File: config.mk
export PLATFORM = sky130hd
export DESIGN_NAME = keypad_scan_seven_segment_display
export DESIGN_NICKNAME = d
export VERILOG_FILES = /design/src/sv/kss_pkg.sv /design/src/sv/kss_key_encoder.sv /design/src/sv/kss_display.sv /design/src/sv/keypad_scan_seven_segment_display.sv
export SDC_FILE = /design/constraint.sdc
export NUM_CORES = 1
export LEC_CHECK = 0
export BUFFER_PORTS_ARGS = -buffer_cell sky130_fd_sc_hd__buf_2
export CELL_PAD_IN_SITES_DETAIL_PLACEMENT = 0
export CELL_PAD_IN_SITES_GLOBAL_PLACEMENT = 1
export CORE_MARGIN = 2
export CORE_UTILIZATION = 47
export CTS_CLUSTER_DIAMETER = 80
export DETAILED_ROUTE_END_ITERATION = 10
export PLACE_DENSITY = 0.77
export REMOVE_ABC_BUFFERS = 1
export SLEW_MARGIN = 20
export SYNTH_ARGS = -nofsm -noshare
export SYNTH_HDL_FRONTEND = slang
export SYNTH_HIERARCHICAL = 1
export SYNTH_SLANG_ARGS = --single-unit
File: constraint.sdc
create_clock -name clk -period 2.7 [get_ports clk]
set_input_delay 0.405 -clock clk [delete_from_list [all_inputs] [get_ports clk]]
set_output_delay 0.405 -clock clk [all_outputs]
set_load 0.05 [all_outputs]
File: src/sv/kss_pkg.sv
// Package for the keypad scanner and multiplexed seven-segment display.
// Holds the key codes, the segment table and the types shared by the modules.
// No dependencies.
package kss_pkg;

	localparam int DIGIT_COUNT_DEFAULT = 4;

	localparam logic [4:0] NO_KEY_CODE    = 5'd17;
	localparam logic [4:0] LAST_KEY_RESET = 5'd15;
	localparam logic [3:0] BLANK_DIGIT    = 4'hF;
	localparam logic [3:0] ENABLE_NONE    = 4'hF;

	typedef logic [4:0] key_code_t;
	typedef logic [3:0] digit_t;

	typedef struct packed {
		logic [3:0] digit_enable;
		logic [7:0] segments;
	} disp_out_t;

	function automatic logic [7:0] seg_pattern(input digit_t d);
		logic [7:0] p;
		unique case (d)
			4'd0:    p = 8'h03;
			4'd1:    p = 8'h9F;
			4'd2:    p = 8'h25;
			4'd3:    p = 8'h0D;
			4'd4:    p = 8'h99;
			4'd5:    p = 8'h49;
			4'd6:    p = 8'h41;
			4'd7:    p = 8'h1F;
			4'd8:    p = 8'h01;
			4'd9:    p = 8'h09;
			4'd10:   p = 8'h41;
			4'd11:   p = 8'h1F;
			4'd12:   p = 8'h03;
			4'd13:   p = 8'h9F;
			4'd14:   p = 8'h25;
			default: p = 8'hFF;
		endcase
		return p;
	endfunction

endpackage

File: src/sv/kss_key_encoder.sv
// Keypad priority encoder: lowest-numbered pressed key, or the no-key code.
// Depends on kss_pkg.
module kss_key_encoder (
	input  logic [15:0]        key_matrix,
	output kss_pkg::key_code_t key_code
);
	import kss_pkg::*;

	always_comb begin
		key_code = NO_KEY_CODE;
		for (int i = 15; i >= 0; i--) begin
			if (key_matrix[i]) begin
				key_code = 5'(i);
			end
		end
	end

endmodule

File: src/sv/kss_display.sv
// Display state: digit phase, shown digits and last scanned key code.
// Produces the enable and segment pattern of the current digit per step.
// Depends on kss_pkg.
module kss_display #(
	parameter int DIGIT_COUNT = kss_pkg::DIGIT_COUNT_DEFAULT
) (
	input  logic               clk,
	input  logic               arst_n,
	input  logic               step,
	input  kss_pkg::key_code_t key_code,
	output kss_pkg::disp_out_t disp
);
	import kss_pkg::*;

	localparam int PHASE_W = (DIGIT_COUNT > 1) ? $clog2(DIGIT_COUNT) : 1;
	localparam logic [PHASE_W-1:0] LAST_PHASE = PHASE_W'(DIGIT_COUNT - 1);

	logic [PHASE_W-1:0] phase_q;
	digit_t             digits_q [DIGIT_COUNT];
	key_code_t          last_key_q;

	logic       wrap;
	logic       enter;
	logic [3:0] phase_ext;

	assign wrap      = (phase_q == LAST_PHASE);
	assign enter     = step && wrap && (key_code != last_key_q) && (key_code != NO_KEY_CODE);
	assign phase_ext = 4'(phase_q);

	always_comb begin
		for (int i = 0; i < 4; i++) begin
			disp.digit_enable[i] = (phase_ext != 4'(i));
		end
		disp.segments = seg_pattern(digits_q[phase_q]);
	end

	always_ff @(posedge clk or negedge arst_n) begin
		if (!arst_n) begin
			phase_q    <= '0;
			last_key_q <= LAST_KEY_RESET;
			for (int i = 0; i < DIGIT_COUNT; i++) begin
				digits_q[i] <= BLANK_DIGIT;
			end
		end else if (step) begin
			phase_q <= wrap ? '0 : phase_q + 1'b1;
			if (wrap && (key_code != last_key_q)) begin
				last_key_q <= key_code;
			end
			if (enter) begin
				for (int i = DIGIT_COUNT - 1; i > 0; i--) begin
					digits_q[i] <= digits_q[i-1];
				end
				digits_q[0] <= key_code[3:0];
			end
		end
	end

`ifndef SYNTH
	a_phase_range: assert property (@(posedge clk) disable iff (!arst_n)
		phase_q <= LAST_PHASE)
		else $error("digit phase out of range");

	a_key_entered: assert property (@(posedge clk) disable iff (!arst_n)
		enter |=> digits_q[0] == $past(key_code[3:0]))
		else $error("new key not shifted into digit 0");

	a_last_code: assert property (@(posedge clk) disable iff (!arst_n)
		last_key_q == NO_KEY_CODE || last_key_q <= 5'd15)
		else $error("bad last key code");

	a_hold_phase: assert property (@(posedge clk) disable iff (!arst_n)
		!step |=> $stable(phase_q))
		else $error("phase moved without a step");
`endif

endmodule

File: src/sv/keypad_scan_seven_segment_display.sv
// Keypad scanner with multiplexed seven-segment display, top level.
// Input register, key encoder, display state and result register.
// Depends on kss_pkg, kss_key_encoder and kss_display.
//
// Each input transaction is one timer tick carrying the sampled 4x4 keypad.
// The block takes one tick every clock cycle while out_ready holds high and
// returns one result per tick through the input register, then the result
// register; the digit state advances as a tick moves into the result register,
// so ticks can stream back to back while out_ready holds high. Each result
// shows the current digit; every DIGIT_COUNT-th tick also scans the keypad
// and shifts a newly pressed key into digit 0.
module keypad_scan_seven_segment_display #(
	parameter int DIGIT_COUNT = kss_pkg::DIGIT_COUNT_DEFAULT
) (
	input  logic        clk,
	input  logic        arst_n,
	input  logic        in_valid,
	output logic        in_ready,
	input  logic [15:0] key_matrix,
	output logic        out_valid,
	input  logic        out_ready,
	output logic [3:0]  digit_enable,
	output logic [7:0]  segments
);
	import kss_pkg::*;

	logic        valid_s1;
	logic [15:0] key_s1;
	logic        valid_s2;
	disp_out_t   result_s2;

	logic      load_s2;
	key_code_t key_code;
	disp_out_t disp;

	assign load_s2  = valid_s1 && (!valid_s2 || out_ready);
	assign in_ready = !valid_s1 || load_s2;

	kss_key_encoder u_encoder (
		.key_matrix (key_s1),
		.key_code   (key_code)
	);

	kss_display #(
		.DIGIT_COUNT (DIGIT_COUNT)
	) u_display (
		.clk      (clk),
		.arst_n   (arst_n),
		.step     (load_s2),
		.key_code (key_code),
		.disp     (disp)
	);

	always_ff @(posedge clk or negedge arst_n) begin
		if (!arst_n) begin
			valid_s1 <= 1'b0;
			valid_s2 <= 1'b0;
		end else begin
			if (in_ready) begin
				valid_s1 <= in_valid;
			end
			if (load_s2) begin
				valid_s2 <= 1'b1;
			end else if (out_ready) begin
				valid_s2 <= 1'b0;
			end
		end
	end

	always_ff @(posedge clk) begin
		if (in_valid && in_ready) begin
			key_s1 <= key_matrix;
		end
		if (load_s2) begin
			result_s2 <= disp;
		end
	end

	assign out_valid    = valid_s2;
	assign digit_enable = result_s2.digit_enable;
	assign segments     = result_s2.segments;

`ifndef SYNTH
	a_no_overwrite: assert property (@(posedge clk) disable iff (!arst_n)
		(valid_s2 && !out_ready) |=> valid_s2 && $stable(result_s2))
		else $error("stalled result changed");

	a_one_enable: assert property (@(posedge clk) disable iff (!arst_n)
		valid_s2 |-> $countones(~result_s2.digit_enable) <= 1)
		else $error("more than one digit enabled");

	a_s1_held: assert property (@(posedge clk) disable iff (!arst_n)
		(valid_s1 && !load_s2) |=> valid_s1 && $stable(key_s1))
		else $error("pending tick lost");
`endif

endmodule
==> run summary, run 1 <==
outcome -> completed
met3 Track Usage GR -> 3.88%
Net Sw Power -> 885 uW
Worst Hold Class -> primary input to asynchronous set/reset pin
setup clock skew after layout -> 0.0104 ns
part of the cycle the worst path needs -> 89.7%
setup violation total in the final timing report -> 0
switching power as a share of total power -> 34.9%
relative max-transition margin -> 64.7%
slew of the pin with the lowest slew margin -> 0.529 ns
overall global routing resource usage -> 14.0%
area of combinational cells with multiple inputs -> 906 sq um
Core Util, Final -> 54.9%
cell area power density -> 904 nW/um^2
portion of total power attributed to the clock network -> 16.3%
cell count after synthesis -> 175
portion of synthesized cell area occupied by the leading cell type -> 33.8%
cell taking the most area after synthesis -> sky130_fd_sc_hd__edfxtp_1
post-route minimum period -> 2.42 ns
postcts setup bufs -> 0
top cells by count, synth -> sky130_fd_sc_hd__edfxtp_1 (28), sky130_fd_sc_hd__dfstp_2 (20), sky130_fd_sc_hd__mux2_2 (16)
final-report hold violation count -> 0
detailed-route wire length per cell -> 13.2 microns
drt drc -> 0
count leader, synth -> sky130_fd_sc_hd__edfxtp_1
overall die height -> 76.8 microns
cts bufs inserted -> 5
Setup TNS -> 0 ns
row count -> 26
first-pass GRT wire length -> 6.51 mm
# nets final -> 243
Gates resized, CTS repair -> 0
post-route antenna net violation count -> 0
antenna violations before repair -> 0
part of the total power dissipated in combinational logic -> 34.9%
quantity of hold-fixing buffers added after cts -> 0
number of slew-limit violations in the final report -> 0
leakage power figure -> 1.15 nW
top_reg_cell synth -> sky130_fd_sc_hd__edfxtp_1
number of detailed-route iterations in the first pass -> 3
netlist area before placement -> 2490 sq um
number of levels the H-tree was split into -> 2
crit start category -> flip-flop
clock slew at the register clock pins of the worst setup and hold paths -> 0.09 ns
maximum clock rate -> 413 MHz
Mean Syn Cell Area -> 14.2 sq um
crit end category -> flip-flop
main area contributors after synthesis -> sky130_fd_sc_hd__edfxtp_1 (34%), sky130_fd_sc_hd__dfstp_2 (21%), sky130_fd_sc_hd__mux2_2 (7.2%), sky130_fd_sc_hd__dfrtp_1 (5.0%), sky130_fd_sc_hd__ha_1 (5.0%)
RSZ-0062 raised after global routing -> no
number of enable flip-flop cells after synthesis -> 28
sequential area share after synthesis -> 60.0%
number of storage elements in the synthesis netlist -> 53
fraction of final layout cells sized beyond drive strength 1 -> 42.1%
internal power -> 1.65 mW
I/O pin count -> 34
Cell variety after synth -> 36
total congestion overflow after global routing -> 0
Core Area -> 5110 sq um
Root Buffer -> sky130_fd_sc_hd__clkbuf_8
aggregate routed wire length -> 3.75 mm
WS Path Type -> flip-flop to flip-flop
total half-perimeter wirelength after legalization and detailed placement -> 2.84 mm
sequential share of power -> 48.8%
count of routing violations after the opening detailed-route iteration -> 35
global routing usage on met2 -> 26.0%
via count of the first global-routing pass -> 1493
effective utilization at floorplan -> 48.7%
Vias per Instance -> 4.93
maximum VDD drop -> 0.000387 V
clock network latency to the later pin of the worst-skew pair -> 0.30 ns
horizontal die dimension -> 76.8 microns
arrival time worst endpoint -> 2.65 ns
number of buffers inserted by port buffering -> 33
diode insertion count for antenna repair -> 0
maximum fanout encountered on the critical timing path -> 15
deepest clock path buffer count -> 2
fraction of registers with async set/reset -> 47.2%
total via count after detailed routing -> 1401
area delta synth->final -> 12.7%
Most Crowded Layer GR -> met2
critical path data required time -> 2.93 ns
TritonCTS Sinks -> 53
gp weighted congestion -> 0.753
number of warnings reported in the yosys synthesis log -> 6
sequential cell area in the final layout -> 1490 sq um
TritonCTS clock tree -> yes
number of filler instances in the final layout -> 430
max_cap viols -> 0
Die ar. -> 5890 sq um
met1 routing resource usage after global routing -> 14.9%
pin count of the biggest net entering global routing -> 26
==> cells in the final DEF (no fill, tap or decap), types with 4 or more instances in the layout <==
master                     count
sky130_fd_sc_hd__o21ai_0       7
sky130_fd_sc_hd__inv_1        13
sky130_fd_sc_hd__edfxtp_1     28
sky130_fd_sc_hd__ha_1         10
sky130_fd_sc_hd__a21oi_1       6
sky130_fd_sc_hd__clkbuf_8      5
sky130_fd_sc_hd__dfstp_2      20
sky130_fd_sc_hd__nand2b_1      5
sky130_fd_sc_hd__dfrtp_1       5
sky130_fd_sc_hd__xor2_1        4
sky130_fd_sc_hd__mux2_2       16
sky130_fd_sc_hd__buf_2        33
sky130_fd_sc_hd__a22o_1        4
sky130_fd_sc_hd__nand3_1       4
sky130_fd_sc_hd__nand2_1      10
sky130_fd_sc_hd__nor2_1        9
==> power by group through the flow <==
stage / Sequential [mW] / Combinational, mW / Clock (mW)
after global routing: 1.26 / 0.976 / 0.480
after detailed placement: 1.26 / 0.894 / 0
after global placement: 1.24 / 0.865 / 0
final: 1.24 / 0.884 / 0.414
after floorplan: 1.43 / 0.477 / 0
after CTS: 1.24 / 0.898 / 0.434
==> stage by stage <==
step	cells	setup slack, ns	cell area, sq um	hold WS, ns	total power [mW]
4_1_cts	284	0.116	2790	0.0806	2.57
3_5_place_dp	276	0.137	2710	0.415	2.15
6_report	284	0.278	2800	0.0773	2.53
2_1_floorplan	170	0.314	2430	0.109	1.91
5_1_grt	284	0.0842	2800	0.0800	2.72
3_3_place_gp	276	0.146	2710	0.398	2.11
==> layer usage <==
metal / wire, microns / vias up
met3: 162 / 7
met2: 2040 / 33
met4: 60 / 0
met5: 0 / -
met1: 1490 / 655
li1: - / 706
==> flip-flops by register name, summed over array words and instances, names as in the netlist <==
register              flops
u_display/digits_q       16
out_valid                 1
key_s1                   16
segments                  8
u_display/phase_q         2
valid_s1                  1
u_display/last_key_q      5
digit_enable              4
==> kinds of logic (layout without fill, tap and decap cells) <==
kind of cell               after synthesis  after routing  synth area share [%]
AOI/OAI and AO/OA                       23             23                  6.49
other                                    1              1                 0.151
buffers and inverters                   18             57                  4.07
xor gates and xnor gates                 6              6                  2.11
and+or+nand+nor                         40             40                  8.70
adders and majority gates               10             10                  5.03
muxes                                   24             24                  13.5
DFF                                     53             53                  60.0
==> critical path, cell delays in order (launching register included) <==
cell                       delay, ns
sky130_fd_sc_hd__edfxtp_1       0.40
sky130_fd_sc_hd__nand2b_1       0.17
sky130_fd_sc_hd__a221oi_2       0.22
sky130_fd_sc_hd__nor4_1         0.08
sky130_fd_sc_hd__o41a_1         0.36
sky130_fd_sc_hd__xor2_1         0.16
sky130_fd_sc_hd__nor3_1         0.23
sky130_fd_sc_hd__a31oi_2        0.16
sky130_fd_sc_hd__nand2_4        0.21
sky130_fd_sc_hd__mux2_2         0.37
==> path summary, 6_finish.rpt <==
kind,slack [ns],to,cells after the start,startpoint
setup / recovery,0.28,u_display/digits_q[11],9,key_s1[13]
hold reg to reg,0.50,u_display/last_key_q[0],2,u_display/last_key_q[0]
max in group asynchronous,2.25,u_display/last_key_q[2],1,arst_n
setup reg to reg,0.28,u_display/digits_q[11],9,key_s1[13]
hold / removal,0.08,u_display/phase_q[1],1,arst_n
min in group clk,0.28,key_s1[0],1,key_matrix[0]
==> layout make-up <==
type | count | share of cell area, %
repair buffers | 36 | 6.69
flip-flops and latches | 53 | 53.2
multi-input cells | 104 | 32.3
well taps | 70 | 3.12
inverters | 13 | 1.74
clock buffers | 6 | 2.59
clock inverters | 2 | 0.357
No activity file was read; power rests on OpenSTA's default activity.
==> inputs of run 2 (changes only) <==
- ABC_AREA: not set -> 1
- CORE_UTILIZATION: 47 -> 44
- PLACE_DENSITY: 0.77 -> 0.78
==> run summary, run 2 <==
Die ar. -> 6670 sq um
count leader, synth -> sky130_fd_sc_hd__nand2_1
RSZ-0062 raised after global routing -> no
quantity of hold-fixing buffers added after cts -> 0
Vias per Instance -> 4.66
cts bufs inserted -> 5
share of the synthesized netlist area taken by xor and xnor gates -> 0.330%
aggregate routed wire length -> 4.48 mm
TritonCTS Sinks -> 53
share of the synthesized area in compound gates (AO/OA/AOI/OAI) -> 3.68%
top_reg_cell synth -> sky130_fd_sc_hd__edfxtp_1
I/O pin count -> 34
outcome -> completed
drt drc -> 0
count of routing violations after the opening detailed-route iteration -> 55
detailed-route wire length per cell -> 11.0 microns
cell taking the most area after synthesis -> sky130_fd_sc_hd__edfxtp_1
post-route antenna net violation count -> 0
portion of synthesized cell area occupied by the leading cell type -> 31.7%
crit start category -> flip-flop
via count of the first global-routing pass -> 1803
gp weighted congestion -> 0.765
first-pass GRT wire length -> 7.93 mm
area delta synth->final -> 11.8%
final-report hold violation count -> 0
arrival time worst endpoint -> 2.55 ns
Mean Syn Cell Area -> 8.99 sq um
overall global routing resource usage -> 15.4%
clock network latency to the later pin of the worst-skew pair -> 0.30 ns
commonest cells after routing, fill and taps aside -> sky130_fd_sc_hd__nand2_1 (118), sky130_fd_sc_hd__inv_1 (37), sky130_fd_sc_hd__buf_2 (33)
clock slew at the register clock pins of the worst setup and hold paths -> 0.09 ns
WS Path Type -> flip-flop to flip-flop
overall die height -> 81.6 microns
antenna violations before repair -> 0
main area contributors after synthesis -> sky130_fd_sc_hd__edfxtp_1 (32%), sky130_fd_sc_hd__dfstp_2 (20%), sky130_fd_sc_hd__nand2_1 (17%), sky130_fd_sc_hd__inv_1 (5.2%), sky130_fd_sc_hd__dfrtp_1 (4.7%)
Core Area -> 5890 sq um
Root Buffer -> sky130_fd_sc_hd__clkbuf_8
top cells by count, synth -> sky130_fd_sc_hd__nand2_1 (118), sky130_fd_sc_hd__inv_1 (37), sky130_fd_sc_hd__edfxtp_1 (28)
Setup TNS -> 0 ns
Cell variety after synth -> 28
part of the cycle the worst path needs -> 85.7%
most common cell after layout, fill and taps aside -> sky130_fd_sc_hd__nand2_1
portion of netlist area occupied by mux cells -> 0%
cell count after synthesis -> 295
relative max-transition margin -> 59.6%
simple-gate area share of the yosys netlist -> 27.3%
horizontal die dimension -> 81.6 microns
netlist area before placement -> 2650 sq um
pin count of the biggest net entering global routing -> 26
critical path data required time -> 2.94 ns
fraction of final layout cells sized beyond drive strength 1 -> 22.3%
diode insertion count for antenna repair -> 0
Worst Hold Class -> primary input to asynchronous set/reset pin
max_cap viols -> 0
number of enable flip-flop cells after synthesis -> 28
# nets final -> 361
setup clock skew after layout -> 0.00802 ns
number of storage elements in the synthesis netlist -> 53
sequential area share after synthesis -> 56.2%
effective utilization at floorplan -> 45.1%
Adder-Cell Fraction of Synth Area -> 4.72%
total power consumption of the routed design -> 2.52 mW
combinational family with the most area after synthesis -> simple AND/OR/NAND/NOR gates
setup violation total in the final timing report -> 0
maximum clock rate -> 432 MHz
crit end category -> flip-flop
post-route minimum period -> 2.31 ns
number of levels the H-tree was split into -> 2
TritonCTS clock tree -> yes
leakage power figure -> 1.38 nW
Gates resized, CTS repair -> 0
number of buffers inserted by port buffering -> 33
total congestion overflow after global routing -> 0
total via count after detailed routing -> 1896
cell area power density -> 850 nW/um^2
fraction of registers with async set/reset -> 47.2%
number of detailed-route iterations in the first pass -> 4
slew of the pin with the lowest slew margin -> 0.605 ns
maximum VDD drop -> 0.000401 V
postcts setup bufs -> 0
total half-perimeter wirelength after legalization and detailed placement -> 3.34 mm
deepest clock path buffer count -> 2
number of slew-limit violations in the final report -> 0
worst reg2reg path depth -> 11
row count -> 28
maximum fanout encountered on the critical timing path -> 19
number of warnings reported in the yosys synthesis log -> 6
==> run 2: changes by cell type after synthesis, moves of 5 or more <==
cell                       delta
sky130_fd_sc_hd__inv_1       +24
sky130_fd_sc_hd__mux2_2      -16
sky130_fd_sc_hd__nand2_1    +108
sky130_fd_sc_hd__nand2b_1     -5
sky130_fd_sc_hd__nand3_1     +13
sky130_fd_sc_hd__nand4_1     +13
sky130_fd_sc_hd__nor2_1       -6
sky130_fd_sc_hd__o21ai_0      +5
==> run 2: critical path: stages, from the launching register on <==
cell	delay, ns
sky130_fd_sc_hd__edfxtp_1	0.40
sky130_fd_sc_hd__nor4_1	0.48
sky130_fd_sc_hd__nand2_1	0.09
sky130_fd_sc_hd__a21boi_0	0.36
sky130_fd_sc_hd__inv_1	0.08
sky130_fd_sc_hd__nand2_1	0.07
sky130_fd_sc_hd__nand2_1	0.05
sky130_fd_sc_hd__nor2_2	0.12
sky130_fd_sc_hd__nand3_4	0.22
sky130_fd_sc_hd__nand3_4	0.23
sky130_fd_sc_hd__nand2_1	0.08
sky130_fd_sc_hd__nand2_1	0.06
==> run 2: worst paths after layout <==
path / startpoint / to / slack, ns
worst min register to register: u_display/digits_q[1] / u_display/digits_q[1] / 0.47
worst max register to register: key_s1[10] / u_display/digits_q[6] / 0.39
max in group asynchronous: arst_n / u_display/digits_q[6] / 2.23
worst max-delay path: key_s1[10] / u_display/digits_q[6] / 0.39
worst min-delay path: arst_n / out_valid / 0.09
min in group clk: key_matrix[2] / key_s1[2] / 0.27
==> run 2: area by class of cell <==
class / instances / area [sq um]
Inverter: 42 / 158
Timing Repair Buffer: 35 / 180
Tap cell: 75 / 93.8
Sequential cell: 53 / 1490
Multi-Input combinational cell: 194 / 958
Clock inverter: 1 / 6.26
Clock buffer: 7 / 77.6
Fill cell: 584 / 2920
==> run 2: kinds of logic (layout without fill, tap and decap cells) <==
family	Yosys count	after routing
buffers and inverters	48	85
AND/OR/NAND/NOR	164	164
adder cells (fa/ha/maj)	10	10
AO/OA/AOI/OAI	18	18
flip-flops	53	53
XOR/XNOR	1	1
other	1	1
==> run 2: metal layers <==
| metal | wire length, microns | track usage, % |
|---|---|---|
| met1 | 2250 | 20.3 |
| met2 | 2050 | 25.6 |
| met3 | 132 | 3.30 |
| met4 | 45 | 4.50 |
| met5 | 0 | 0 |
==> run 2: where the power goes <==
part	switching (mW)	total [mW]	internal, mW
clock network	0.241	0.429	0.188
logic	0.636	0.886	0.251
registers	0.116	1.21	1.09
==> run 2: through the flow <==
stage | worst slack [ns] | hold WS [ns] | std cells | area [sq um] | util (%)
final | 0.386 | 0.0869 | 407 | 2970 | 50.4
after global routing | 0.124 | 0.113 | 407 | 2970 | 50.4
after CTS | 0.394 | 0.0953 | 407 | 2970 | 50.4
after detailed placement | 0.394 | 0.427 | 399 | 2880 | 49.0
after global placement | 0.469 | 0.431 | 399 | 2880 | 49.0
after floorplan | 0.347 | 0.109 | 289 | 2610 | -
==> inputs of run 3 (changes only) <==
- CORE_UTILIZATION: 44 -> 30
- PLACE_DENSITY: 0.78 -> 0.56
==> run summary, run 3 (synthesis results as in run 2) <==
gp weighted congestion -> 0.713
drt drc -> 0
startpoint of the lowest-slack register-to-register path -> key_s1[10]
clock slew at the register clock pins of the worst setup and hold paths -> 0.10 ns
part of the cycle the worst path needs -> 85.0%
total congestion overflow after global routing -> 0
dominant cell type by count on the critical path -> sky130_fd_sc_hd__nand2_1
peak per-stage delay on the critical path -> 0.46 ns
TritonCTS clock tree -> yes
via count of the first global-routing pass -> 1801
Worst Hold Class -> primary input to asynchronous set/reset pin
TritonCTS Sinks -> 53
quantity of hold-fixing buffers added after cts -> 0
fraction of final layout cells sized beyond drive strength 1 -> 22.3%
instance count on the critical path -> 11
setup violation total in the final timing report -> 0
horizontal die dimension -> 98.0 microns
aggregate routed wire length -> 4.73 mm
first-pass GRT wire length -> 8.43 mm
number of detailed-route iterations in the first pass -> 4
setup clock skew after layout -> 0.00616 ns
I/O pin count -> 34
area of combinational cells with multiple inputs -> 958 sq um
antenna violations before repair -> 0
final-report hold violation count -> 0
total via count after detailed routing -> 1922
RR Endpoint -> u_display/digits_q[9]
Core Area -> 8640 sq um
Die ar. -> 9610 sq um
post-detailed-placement cell area -> 2920 sq um
most common cell after layout, fill and taps aside -> sky130_fd_sc_hd__nand2_1
crit end category -> flip-flop
worst reg2reg path depth -> 11
overall global routing resource usage -> 10.8%
count of routing violations after the opening detailed-route iteration -> 113
cell area power density -> 843 nW/um^2
Setup TNS -> 0 ns
diode insertion count for antenna repair -> 0
area delta synth->final -> 13.4%
arrival time worst endpoint -> 2.55 ns
leakage power figure -> 1.37 nW
number of levels the H-tree was split into -> 2
commonest cells after routing, fill and taps aside -> sky130_fd_sc_hd__nand2_1 (118), sky130_fd_sc_hd__inv_1 (37), sky130_fd_sc_hd__buf_2 (33)
crit start category -> flip-flop
post-route antenna net violation count -> 0
Vias per Instance -> 4.37
pin count of the biggest net entering global routing -> 26
overall die height -> 98.0 microns
row count -> 34
max_cap viols -> 0
Root Buffer -> sky130_fd_sc_hd__clkbuf_8
number of buffers inserted by port buffering -> 33
outcome -> completed
crit-path leading delay family -> simple AND/OR/NAND/NOR gates
relative max-transition margin -> 61.1%
detailed-route wire length per cell -> 10.8 microns
Gates resized, CTS repair -> 0
number of filler instances in the final layout -> 896
WS Path Type -> flip-flop to flip-flop
critical path data required time -> 2.95 ns
sequential cell area in the final layout -> 1490 sq um
number of slew-limit violations in the final report -> 0
chain of cells forming the critical path -> nor4_1, nand2_1, a21boi_0, inv_1, nand2_1, nand2_1, nor2_2, nand3_4, nand3_4, nand2_1, nand2_1
postcts setup bufs -> 0
post-route minimum period -> 2.29 ns
CP max-delay cell -> sky130_fd_sc_hd__nor4_1
maximum clock rate -> 436 MHz
maximum fanout encountered on the critical timing path -> 19
area of all placed cells without fillers -> 3010 sq um
effective utilization at floorplan -> 30.7%
cts bufs inserted -> 5
setup slack of the worst register-to-register path -> 0.41 ns
clock network latency to the later pin of the worst-skew pair -> 0.30 ns
slew of the pin with the lowest slew margin -> 0.583 ns
launch point of the worst path -> key_s1[10]
end point of the critical path -> u_display/digits_q[9]
deepest clock path buffer count -> 2
maximum VDD drop -> 0.000331 V
total half-perimeter wirelength after legalization and detailed placement -> 3.52 mm
# nets final -> 361
RSZ-0062 raised after global routing -> no
number of buffers and inverters on the critical path -> 1
## run 3: cell count changes in the layout (fill, tap and decap cells not counted)
cell / change
sky130_fd_sc_hd__clkinvlp_2: +1
sky130_fd_sc_hd__clkinv_1: +1
sky130_fd_sc_hd__inv_4: -1
sky130_fd_sc_hd__clkbuf_1: -1
sky130_fd_sc_hd__clkinv_4: +1
sky130_fd_sc_hd__clkbuf_2: -1
## run 3: how the worst min path moves through the flow
stage / depth (start not counted) / start / end
floorplan: 0 / arst_n / out_valid
global placement: 1 / arst_n / u_display/phase_q[1]
detailed placement: 1 / arst_n / u_display/phase_q[1]
CTS: 1 / arst_n / u_display/last_key_q[4]
global route: 1 / arst_n / valid_s1
finish: 1 / arst_n / out_valid
## run 3: metrics by stage
| stage | cells | power, mW | hold WS (ns) | setup slack (ns) | util [%] |
|---|---|---|---|---|---|
| 2_1_floorplan | 289 | 1.90 | 0.109 | 0.347 | - |
| 3_3_place_gp | 432 | 2.13 | 0.445 | 0.412 | 33.8 |
| 3_5_place_dp | 432 | 2.13 | 0.440 | 0.397 | 33.8 |
| 4_1_cts | 440 | 2.58 | 0.101 | 0.378 | 34.8 |
| 5_1_grt | 440 | 2.77 | 0.111 | 0.0618 | 34.8 |
| 6_report | 440 | 2.54 | 0.0861 | 0.406 | 34.8 |
## run 3: report_power, final
part / leakage [nW] / internal, mW / switching [mW]
registers: 0.534 / 1.09 / 0.114
clock network: 0.0417 / 0.179 / 0.261
logic: 0.797 / 0.252 / 0.639
total: 1.37 / 1.52 / 1.01
## run 3: layout make-up
cell class / count / share of cell area (%)
Sequential cell: 53 / 49.6
Multi-Input combinational cell: 194 / 31.9
Timing Repair Buffer: 35 / 5.99
Inverter: 42 / 5.24
Tap cell: 108 / 4.49
Clock buffer: 5 / 2.29
Clock inverter: 3 / 0.582
## run 3: layer usage
| metal | GRT usage [%] | share of wire [%] |
|---|---|---|
| met1 | 14.8 | 50 |
| met5 | 0 | 0 |
| met3 | 2.15 | 3.7 |
| met4 | 3.85 | 1.7 |
| met2 | 17.1 | 45 |
## run 3: worst reg2reg max path, cell delays in order, from the launching register on
cell and delay (ns):
sky130_fd_sc_hd__edfxtp_1 0.41, sky130_fd_sc_hd__nor4_1 0.46, sky130_fd_sc_hd__nand2_1 0.08, sky130_fd_sc_hd__a21boi_0 0.35, sky130_fd_sc_hd__inv_1 0.07, sky130_fd_sc_hd__nand2_1 0.06
sky130_fd_sc_hd__nand2_1 0.05, sky130_fd_sc_hd__nor2_2 0.12, sky130_fd_sc_hd__nand3_4 0.23, sky130_fd_sc_hd__nand3_4 0.25, sky130_fd_sc_hd__nand2_1 0.09, sky130_fd_sc_hd__nand2_1 0.07
